<file path="config.mk">
export PLATFORM = sky130hd
export DESIGN_NAME = led_bar_meter_renderer
export DESIGN_NICKNAME = d
export VERILOG_FILES = /design/src/lbm_pkg.sv /design/src/lbm_div_step.sv /design/src/lbm_shade.sv /design/src/led_bar_meter_renderer.sv
export SDC_FILE = /design/constraint.sdc
export NUM_CORES = 2
export LEC_CHECK = 0
export BUFFER_PORTS_ARGS = -buffer_cell sky130_fd_sc_hd__buf_2
export CORE_MARGIN = 10
export CORE_UTILIZATION = 30
export DETAILED_ROUTE_END_ITERATION = 10
export PLACE_DENSITY = 0.54
export SETUP_SLACK_MARGIN = 0.02
export SLEW_MARGIN = 20
export SYNTH_ARGS = -nofsm -noshare
export SYNTH_HDL_FRONTEND = slang
export SYNTH_SLANG_ARGS = --single-unit
</file>
<file path="constraint.sdc">
create_clock -name clock -period 6.65 [get_ports clock]
set_clock_uncertainty 0.05 [all_clocks]
set_input_delay 0.3325 -clock clock [delete_from_list [all_inputs] [get_ports clock]]
set_output_delay 0.3325 -clock clock [all_outputs]
set_load 0.02 [all_outputs]
</file>
<file path="src/lbm_pkg.sv">
// Shared types and constants for the LED bar meter renderer.
`timescale 1ns / 1ps

package lbm_pkg;

   // Default number of LEDs that accept an override color
   localparam int MAX_LEDS_DEFAULT = 32;

   // Quotient bits resolved by one divider stage, and the divider geometry
   localparam int DIV_BITS = 2;
   localparam int IDX_W = 8;
   localparam int NUM_W = 16;
   localparam int PROD_W = 42;

   localparam logic [7:0] LEVEL_FULL = 8'd255;

   // Word carried down the pipeline
   typedef struct packed {
      logic [IDX_W-1:0]        idx;
      logic [IDX_W-1:0]        n;
      logic                    meter_on;
      logic                    ovr_en;
      logic [7:0]              ovr_red;
      logic [7:0]              ovr_green;
      logic [7:0]              ovr_blue;
      logic signed [32:0]      span;
      logic signed [32:0]      diff;
      logic signed [PROD_W-1:0] prod_idx;
      logic signed [PROD_W-1:0] prod_val;
      logic                    lit;
      logic [NUM_W-1:0]        num;
      logic [IDX_W-1:0]        den;
      logic [IDX_W-1:0]        rem;
      logic [IDX_W-1:0]        quo;
   } item_type;

endpackage

</file>
<file path="src/lbm_div_step.sv">
// Restoring divider slice: resolves DIV_BITS quotient bits of num / den.
`timescale 1ns / 1ps

module lbm_div_step (
   input  logic [lbm_pkg::IDX_W-1:0]    rem_in,
   input  logic [lbm_pkg::DIV_BITS-1:0] bits_in,
   input  logic [lbm_pkg::IDX_W-1:0]    den_in,
   output logic [lbm_pkg::IDX_W-1:0]    rem_out,
   output logic [lbm_pkg::DIV_BITS-1:0] quo_out
);

   // Shift in one dividend bit, subtract when it fits
   always_comb begin
      logic [lbm_pkg::IDX_W:0]   trial;
      logic [lbm_pkg::IDX_W-1:0] rem;
      rem = rem_in;
      quo_out = '0;
      for (int j = lbm_pkg::DIV_BITS - 1; j >= 0; j--) begin
         trial = {rem, bits_in[j]};
         if (trial >= {1'b0, den_in}) begin
            trial = trial - {1'b0, den_in};
            quo_out[j] = 1'b1;
         end
         rem = trial[lbm_pkg::IDX_W-1:0];
      end
      rem_out = rem;
   end

endmodule

</file>
<file path="src/lbm_shade.sv">
// Final color select: gradient, black, or per-pixel override.
`timescale 1ns / 1ps

module lbm_shade #(
   parameter int MAX_LEDS = lbm_pkg::MAX_LEDS_DEFAULT
) (
   input  lbm_pkg::item_type         item_in,
   input  logic [lbm_pkg::IDX_W-1:0] quo_in,
   input  logic                      rem_nz_in,
   output logic [7:0]                red_out,
   output logic [7:0]                green_out,
   output logic [7:0]                blue_out
);

   logic [8:0] ceil_q;

   assign ceil_q = {1'b0, quo_in} + {8'd0, rem_nz_in};

   always_comb begin
      red_out = '0;
      green_out = '0;
      blue_out = '0;
      if (item_in.idx < item_in.n) begin
         // lit LED: green at the bottom, red at the top
         if (item_in.lit) begin
            if (item_in.n > 8'd1) begin
               red_out = quo_in;
               green_out = 8'({1'b0, lbm_pkg::LEVEL_FULL} - ceil_q);
            end else begin
               green_out = lbm_pkg::LEVEL_FULL;
            end
         end
         // override applies only inside the addressable range
         if (item_in.ovr_en && ({1'b0, item_in.idx} < 9'(MAX_LEDS))) begin
            red_out = item_in.ovr_red;
            green_out = item_in.ovr_green;
            blue_out = item_in.ovr_blue;
         end
      end
   end

endmodule

</file>
<file path="src/led_bar_meter_renderer.sv">
// Top level of the LED bar meter renderer: five-stage pixel pipeline.
`timescale 1ns / 1ps

// One word in, one color word out, one per clock sustained while rsp_stall
// is low. Registers s1 to s5 hold each word: span and offset, the two meter
// products, the lit compare, and a four-stage restoring divider for the
// gradient (two quotient bits per stage) set the depth. Stages hand words
// forward independently, so empty stages fill while the output waits.
// led_count is sampled as each word enters; write it only while idle.

module led_bar_meter_renderer #(
   parameter int MAX_LEDS = lbm_pkg::MAX_LEDS_DEFAULT
) (
   input  logic               clock,
   input  logic               reset,
   input  logic               csr_write_enable,
   input  logic [7:0]         csr_write_data,
   input  logic               req_valid,
   output logic               req_stall,
   input  logic [7:0]         req_led_index,
   input  logic               req_meter_enable,
   input  logic signed [31:0] req_meter_value,
   input  logic signed [31:0] req_meter_low,
   input  logic signed [31:0] req_meter_high,
   input  logic               req_override_enable,
   input  logic [7:0]         req_override_red,
   input  logic [7:0]         req_override_green,
   input  logic [7:0]         req_override_blue,
   output logic               rsp_valid,
   input  logic               rsp_stall,
   output logic [7:0]         rsp_red,
   output logic [7:0]         rsp_green,
   output logic [7:0]         rsp_blue
);

   logic [7:0] led_count_ff;

   lbm_pkg::item_type s1_ff, s1_in, s2_ff, s2_in, s3_ff, s3_in, s4_ff, s4_in, s5_ff;
   logic v1_ff, v2_ff, v3_ff, v4_ff, v5_ff;
   logic adv1, adv2, adv3, adv4, adv5;
   logic [7:0] red_ff, green_ff, blue_ff, red_in, green_in, blue_in;

   logic [lbm_pkg::IDX_W-1:0]    rem2, rem3, rem4, rem5;
   logic [lbm_pkg::DIV_BITS-1:0] q2, q3, q4, q5;

   // Configuration register
   always_ff @(posedge clock) begin
      if (reset) begin
         led_count_ff <= '0;
      end else if (csr_write_enable) begin
         led_count_ff <= csr_write_data;
      end
   end

   // Stage handoff: a stage loads when empty or when its successor moves
   assign adv5 = !v5_ff || !rsp_stall;
   assign adv4 = !v4_ff || adv5;
   assign adv3 = !v3_ff || adv4;
   assign adv2 = !v2_ff || adv3;
   assign adv1 = !v1_ff || adv2;
   assign req_stall = !adv1;

   // Stage 1: span, offset from low, gradient dividend
   always_comb begin
      s1_in = '0;
      s1_in.idx = req_led_index;
      s1_in.n = led_count_ff;
      s1_in.meter_on = req_meter_enable;
      s1_in.ovr_en = req_override_enable;
      s1_in.ovr_red = req_override_red;
      s1_in.ovr_green = req_override_green;
      s1_in.ovr_blue = req_override_blue;
      s1_in.span = 33'(req_meter_high) - 33'(req_meter_low);
      s1_in.diff = 33'(req_meter_value) - 33'(req_meter_low);
      s1_in.num = {req_led_index, 8'd0} - {8'd0, req_led_index};
      s1_in.den = led_count_ff - 8'd1;
      s1_in.rem = s1_in.num[15:8];
   end

   // Stage 2: meter products, quotient bits 7:6
   lbm_div_step u_div2 (
      .rem_in(s1_ff.rem), .bits_in(s1_ff.num[7:6]), .den_in(s1_ff.den),
      .rem_out(rem2), .quo_out(q2)
   );

   always_comb begin
      s2_in = s1_ff;
      s2_in.prod_idx = lbm_pkg::PROD_W'($signed({1'b0, s1_ff.idx}))
                       * lbm_pkg::PROD_W'(s1_ff.span);
      s2_in.prod_val = lbm_pkg::PROD_W'(s1_ff.diff)
                       * lbm_pkg::PROD_W'($signed({1'b0, s1_ff.n}));
      s2_in.rem = rem2;
      s2_in.quo = {q2, 6'd0};
   end

   // Stage 3: lit decision, quotient bits 5:4
   lbm_div_step u_div3 (
      .rem_in(s2_ff.rem), .bits_in(s2_ff.num[5:4]), .den_in(s2_ff.den),
      .rem_out(rem3), .quo_out(q3)
   );

   always_comb begin
      s3_in = s2_ff;
      s3_in.lit = s2_ff.meter_on && (s2_ff.span > 33'sd0)
                  && (s2_ff.prod_idx < s2_ff.prod_val);
      s3_in.rem = rem3;
      s3_in.quo = {s2_ff.quo[7:6], q3, 4'd0};
   end

   // Stage 4: quotient bits 3:2
   lbm_div_step u_div4 (
      .rem_in(s3_ff.rem), .bits_in(s3_ff.num[3:2]), .den_in(s3_ff.den),
      .rem_out(rem4), .quo_out(q4)
   );

   always_comb begin
      s4_in = s3_ff;
      s4_in.rem = rem4;
      s4_in.quo = {s3_ff.quo[7:4], q4, 2'd0};
   end

   // Stage 5: last quotient bits and color select into the output register
   lbm_div_step u_div5 (
      .rem_in(s4_ff.rem), .bits_in(s4_ff.num[1:0]), .den_in(s4_ff.den),
      .rem_out(rem5), .quo_out(q5)
   );

   lbm_shade #(.MAX_LEDS(MAX_LEDS)) u_shade (
      .item_in(s4_ff), .quo_in({s4_ff.quo[7:2], q5}), .rem_nz_in(rem5 != '0),
      .red_out(red_in), .green_out(green_in), .blue_out(blue_in)
   );

   // Valid bits
   always_ff @(posedge clock) begin
      if (reset) begin
         v1_ff <= 1'b0;
         v2_ff <= 1'b0;
         v3_ff <= 1'b0;
         v4_ff <= 1'b0;
         v5_ff <= 1'b0;
      end else begin
         if (adv1) v1_ff <= req_valid;
         if (adv2) v2_ff <= v1_ff;
         if (adv3) v3_ff <= v2_ff;
         if (adv4) v4_ff <= v3_ff;
         if (adv5) v5_ff <= v4_ff;
      end
   end

   // Stage payloads
   always_ff @(posedge clock) begin
      if (adv1) s1_ff <= s1_in;
      if (adv2) s2_ff <= s2_in;
      if (adv3) s3_ff <= s3_in;
      if (adv4) s4_ff <= s4_in;
      if (adv5) begin
         s5_ff <= s4_ff;
         red_ff <= red_in;
         green_ff <= green_in;
         blue_ff <= blue_in;
      end
   end

   assign rsp_valid = v5_ff;
   assign rsp_red = red_ff;
   assign rsp_green = green_ff;
   assign rsp_blue = blue_ff;

   // LEDs past the end of the strip are always dark
   a_off_strip_black: assert property (@(posedge clock) disable iff (reset)
      (v5_ff && (s5_ff.idx >= s5_ff.n)) |->
      (rsp_red == 8'd0 && rsp_green == 8'd0 && rsp_blue == 8'd0))
      else $error("off-strip LED not black");

   // Blue can only come from an override
   a_blue_override: assert property (@(posedge clock) disable iff (reset)
      (v5_ff && rsp_blue != 8'd0) |-> s5_ff.ovr_en)
      else $error("blue without override");

   // A word in stage 4 moves to the output when the output is free
   a_stage_flow: assert property (@(posedge clock) disable iff (reset)
      (v4_ff && adv5) |=> v5_ff)
      else $error("word lost between stage 4 and output");

   // Gradient never lights red and green to full together
   a_gradient_sum: assert property (@(posedge clock) disable iff (reset)
      (v5_ff && !s5_ff.ovr_en) |-> (9'(rsp_red) + 9'(rsp_green) <= 9'd255))
      else $error("gradient levels exceed full scale");

endmodule
</file>
Word-level counts from Yosys, hierarchy flattened
Index checks and enable logic that the tools add are counted.
Operators by class
  mux-type cells: 22
  $add $sub $neg: 14
  reduce and logical (&&, ||, !) cells: 17
  multiply operators: 2
  magnitude comparators: 13
Operators with widths (count)
  $mux 8: 14
  $ge 9x8->1: 8
  $sub 32x32->33: 2
  $sub 8x8->8: 8
  $lt 42x42->1: 1
  $mul 33x9->42: 1
  $mul 9x33->42: 1
  $gt 33x1->1 const B: 1
  $sub 16x8->16: 1
  $add 8x1->8: 1
  $gt 8x1->1 const B: 1
  $lt 8x6->1 const B: 1
  $lt 8x8->1: 1
  $mux 1: 8
  $reduce_bool 8->1: 1
  $sub 8x1->8 const B: 1
  $sub 8x8->8 const A: 1
  $logic_not 1->1: 7
  $logic_or 1x1->1: 5
  $logic_and 1x1->1: 3
  $reduce_and 2->1: 1
Word-level totals
  input port bits: 143
  output and inout bits: 26
  register bits: 484

Logic depth before layout (Yosys ltp)
  depth after elaboration: 10
  gate-level depth with buffers: 33

Cells and area by module
Synthesis repeated with hierarchy kept, for this count alone.
Unflattened totals
  cell total of the unflattened synthesis: 4398
  area total of the unflattened synthesis: 53528.8 um^2
By module, submodules not included
  led_bar_meter_renderer: times used 1, sequential area each 25424.4 um^2, area each 48809.3 um^2, cells an instance 3799
  lbm_div_step: times used 4, sequential area each 0.0 um^2, area each 1011.0 um^2, cells an instance 122
  lbm_shade: times used 1, sequential area each 0.0 um^2, area each 675.6 um^2, cells an instance 111

Worst setup path after synthesis
OpenSTA, ideal clock, no wires.
  kind: reg2reg
  start point: register v5_ff, in the netlist rsp_valid
  end point: register s2_ff[100] in the netlist's numbering, enable pin
  required time: 4.669 ns
  stages on the path, launching flop included: 4
  slack: -0.220 ns
  path buffers: 1
  arrival: 4.888 ns
  cells stage by stage: dfxtp_1 -> and3_1 -> clkbuf_1 -> nand3_1
Between the ends
  word-level cells in the longest chain between the ends: 5
Ends and longest elaborated chain
  start: declaration: RTL line led_bar_meter_renderer.sv:39  | logic v1_ff, v2_ff, v3_ff, v4_ff, v5_ff;
  start signal: assignment: RTL line led_bar_meter_renderer.sv:146  | if (adv5) v5_ff <= v4_ff;
  $logic_not 1->1: RTL line led_bar_meter_renderer.sv:56  | assign adv5 = !v5_ff || !rsp_stall;
  $logic_or 1x1->1: RTL line led_bar_meter_renderer.sv:56
  $logic_or 1x1->1: RTL line led_bar_meter_renderer.sv:57  | assign adv4 = !v4_ff || adv5;
  $logic_or 1x1->1: RTL line led_bar_meter_renderer.sv:58  | assign adv3 = !v3_ff || adv4;
  $logic_or 1x1->1: RTL line led_bar_meter_renderer.sv:59  | assign adv2 = !v2_ff || adv3;
  via adv2: RTL line led_bar_meter_renderer.sv:40  | logic adv1, adv2, adv3, adv4, adv5;
  end signal: assignment: RTL line led_bar_meter_renderer.sv:153  | if (adv2) s2_ff <= s2_in;
  end: declaration: RTL line led_bar_meter_renderer.sv:38  | lbm_pkg::item_type s1_ff, s1_in, s2_ff, s2_in, s3_ff, s3_in, s4_ff, s4_in, s5_ff;
The timed path passes the listed nets, and every way through them passes these cells.
A chain may end at the register's enable or synchronous reset.

==> flow_summary.ini <==
[critical_path]
critPathArrivalTime_ps = 6560
startpoint = s1_ff[229]
cp.required_ps = 6960
startpoint_type = flop
rr_startpoint = s1_ff[229]
path_class = flop to flop
end_kind = flop
crit_fanout = 18

[floorplan]
core_um2 = 134000
die_area_um2 = 150000
fp.dieW_um = 387
die_y_um = 387
initial_core_util = 0.303
num_io_pins = 169
rows = 134

[synth]
synth_seq_cells = 480
synth_fp_nets = 4675
yosysWarnings = 0
synth_area_um2 = 40500
synth_edf_count = 467
syn_area_per_cell_um2 = 10.8
synthArstFlopShare = 0
seq_area_frac_synth = 0.353
synthCells = 3765
synthFlopType = edfxtp_1
synth_cell_types = 65

[global_routing]
grt_max_degree = 159
antenna_found_initial = 12
grt_pass1_vias = 28256
grt-ovfl-total = 0
grt_pass1_wl_mm = 158
grtUsageTotal = 0.132

[sta]
max_freq_mhz = 160
period_share = 0.940
grt_setup_unrepaired = no
finalSetupTns_ps = 0
setup_violations = 0
layout_setup_ws_ps = 396
fin_crit_ps = 6250
report.final.slew_viol_count = 0
slew_headroom = 0.277
worstMarginPinSlew_ps = 1080
hold_violations = 0

[clock_tree]
cts_root_buf = clkbuf_16
numCtsBuffers = 54
cts_buffer_depth = 3
cts_num_sinks = 480
htreeDepth = 2
clk_latency_ps = 640
cts_tree = yes
path_clk_slew_ps = 60

[detailed_routing]
vias = 26687
drc = 0
wl_per_cell_um = 17.1
drt-vias-per-instance = 4.58
ant_nets = 0
drt_wl_total_mm = 99.7
dr.pass1.iters = 7
drt_iter0_markers = 1464

[min_path]
hold_start = reset
hold_class = input port to flop

[run_status]
status = complete, no violations

[final_layout]
stdcell_area_um2 = 46100
final_common_cell = inv_1
mostFrequentLayoutCells = 687 x inv_1, 467 x edfxtp_1, 418 x fa_1
fillerInstances = 13481
drive_above_1_share = 0.0887
nets = 4925
syn_to_final_growth_pct = 13.8

[placed_design]
pre_cts_ws_ps = 321
place_area_um2 = 43700
numPortBuffers = 168
place_hpwl_mm = 78.6
place_congestion = 0.841

[pwr]
p_leak_nw = 21.7
powerDensity_nw_per_um2 = 471
ir_worst_vdd_mv = 0.495

[flow_run]
cap_violations = 0
## kinds of logic after synthesis
group,after synthesis,synth area share
adders and majority gates,767,0.315
DFF,480,0.353
and+or+nand+nor,1036,0.131
muxes,42,0.0112
AOI/OAI and AO/OA,508,0.0816
buffers and inverters,754,0.0699
xor gates and xnor gates,178,0.0385
## cell usage after synthesis (27+ instances only)
cell	instances	area [µm²]
a21o_1	107	803
a21oi_1	144	721
and2_1	357	2230
clkbuf_1	62	233
edfxtp_1	467	14000
fa_1	418	8370
ha_1	349	4370
inv_1	688	2580
mux2_2	27	304
nand2_1	302	1130
nand2b_1	36	225
nand3_1	27	135
nand4_1	30	188
nor2_1	152	571
nor2b_1	45	282
o21ai_0	107	536
xnor2_1	116	1020
xor2_1	62	543
## report_power, final
group | total [mW] | leakage (nW) | switching (mW) | internal, mW
registers | 5.15 | 5.13 | 0.509 | 4.64
clock network | 3.22 | 0.920 | 1.32 | 1.90
logic | 13.3 | 15.6 | 7.47 | 5.85
total | 21.7 | 21.7 | 9.30 | 12.4
## path summary, 6_finish.rpt
kind	cells past startpoint	slack, ps	end
worst max-delay path	20	400	s2_ff[122]
worst min-delay path	2	40	v3_ff
worst max register to register	20	400	s2_ff[122]
worst min register to register	0	350	s4_ff[218]
## final cells by class
class | instances | area [µm²] | area share
inverters | 691 | 2590 | 0.0563
multi-input cells | 2531 | 23400 | 0.508
repair buffers | 257 | 1680 | 0.0364
diodes | 1 | 2.50 | 0.0000543
clock inverters | 37 | 503 | 0.0109
flip-flops and latches | 480 | 14300 | 0.310
clock buffers | 64 | 1390 | 0.0301
well taps | 1768 | 2210 | 0.0480
## layer usage
metal | GRT usage | up-vias | share of wire | routed length (µm)
met5 | 0 | - | 0.0011 | 110
met4 | 0.0230 | 18 | 0.017 | 1700
met3 | 0.0261 | 128 | 0.048 | 4800
met2 | 0.228 | 423 | 0.48 | 48200
met1 | 0.171 | 13268 | 0.45 | 44800
li1 | - | 12850 | - | -
## worst max-delay path, cell delays in order, from the launching register on
cell and delay (ps):
edfxtp_1 650, buf_4 320, and2_1 180, fa_1 440, fa_1 540, inv_1 70
fa_1 470, inv_1 50, fa_1 430, ha_1 340, a21o_1 170, a21o_1 180
a221o_1 320, a21o_1 200, a31o_4 230, a41o_1 260, o41a_4 390, a2111oi_2 300
o21bai_1 110, a21oi_1 180, xnor2_1 80
## timing repair
| action | 4_1_cts | 5_1_grt |
|---|---|---|
| hold buffers | 42 | 0 |
| gates resized for setup | 0 | 3 |
| setup buffers | 0 | 3 |
| endpoints found under the hold margin | 42 | 0 |
| endpoints found under the setup margin | 0 | 8 |
## state kept, by name, summed over array words and instances (netlist names)
name          cells
rsp_red           8
v4_ff             1
rsp_green         8
s1_ff           131
v2_ff             1
v1_ff             1
led_count_ff      8
s3_ff            65
v3_ff             1
s2_ff           182
rsp_valid         1
rsp_blue          8
s4_ff            65
## per-stage QoR
| stage | total power, mW | std cells | utilization | hold slack [ps] |
|---|---|---|---|---|
| floorplan | 15.2 | 3765 | - | 350 |
| global placement | 18.5 | 5682 | 0.327 | 351 |
| detailed placement | 18.6 | 5682 | 0.327 | 355 |
| CTS | 22.0 | 5825 | 0.344 | 9.26 |
| global route | 23.9 | 5828 | 0.344 | 13.5 |
| finish | 21.7 | 5829 | 0.344 | 44.8 |
Power figures use the tool's default switching activity.
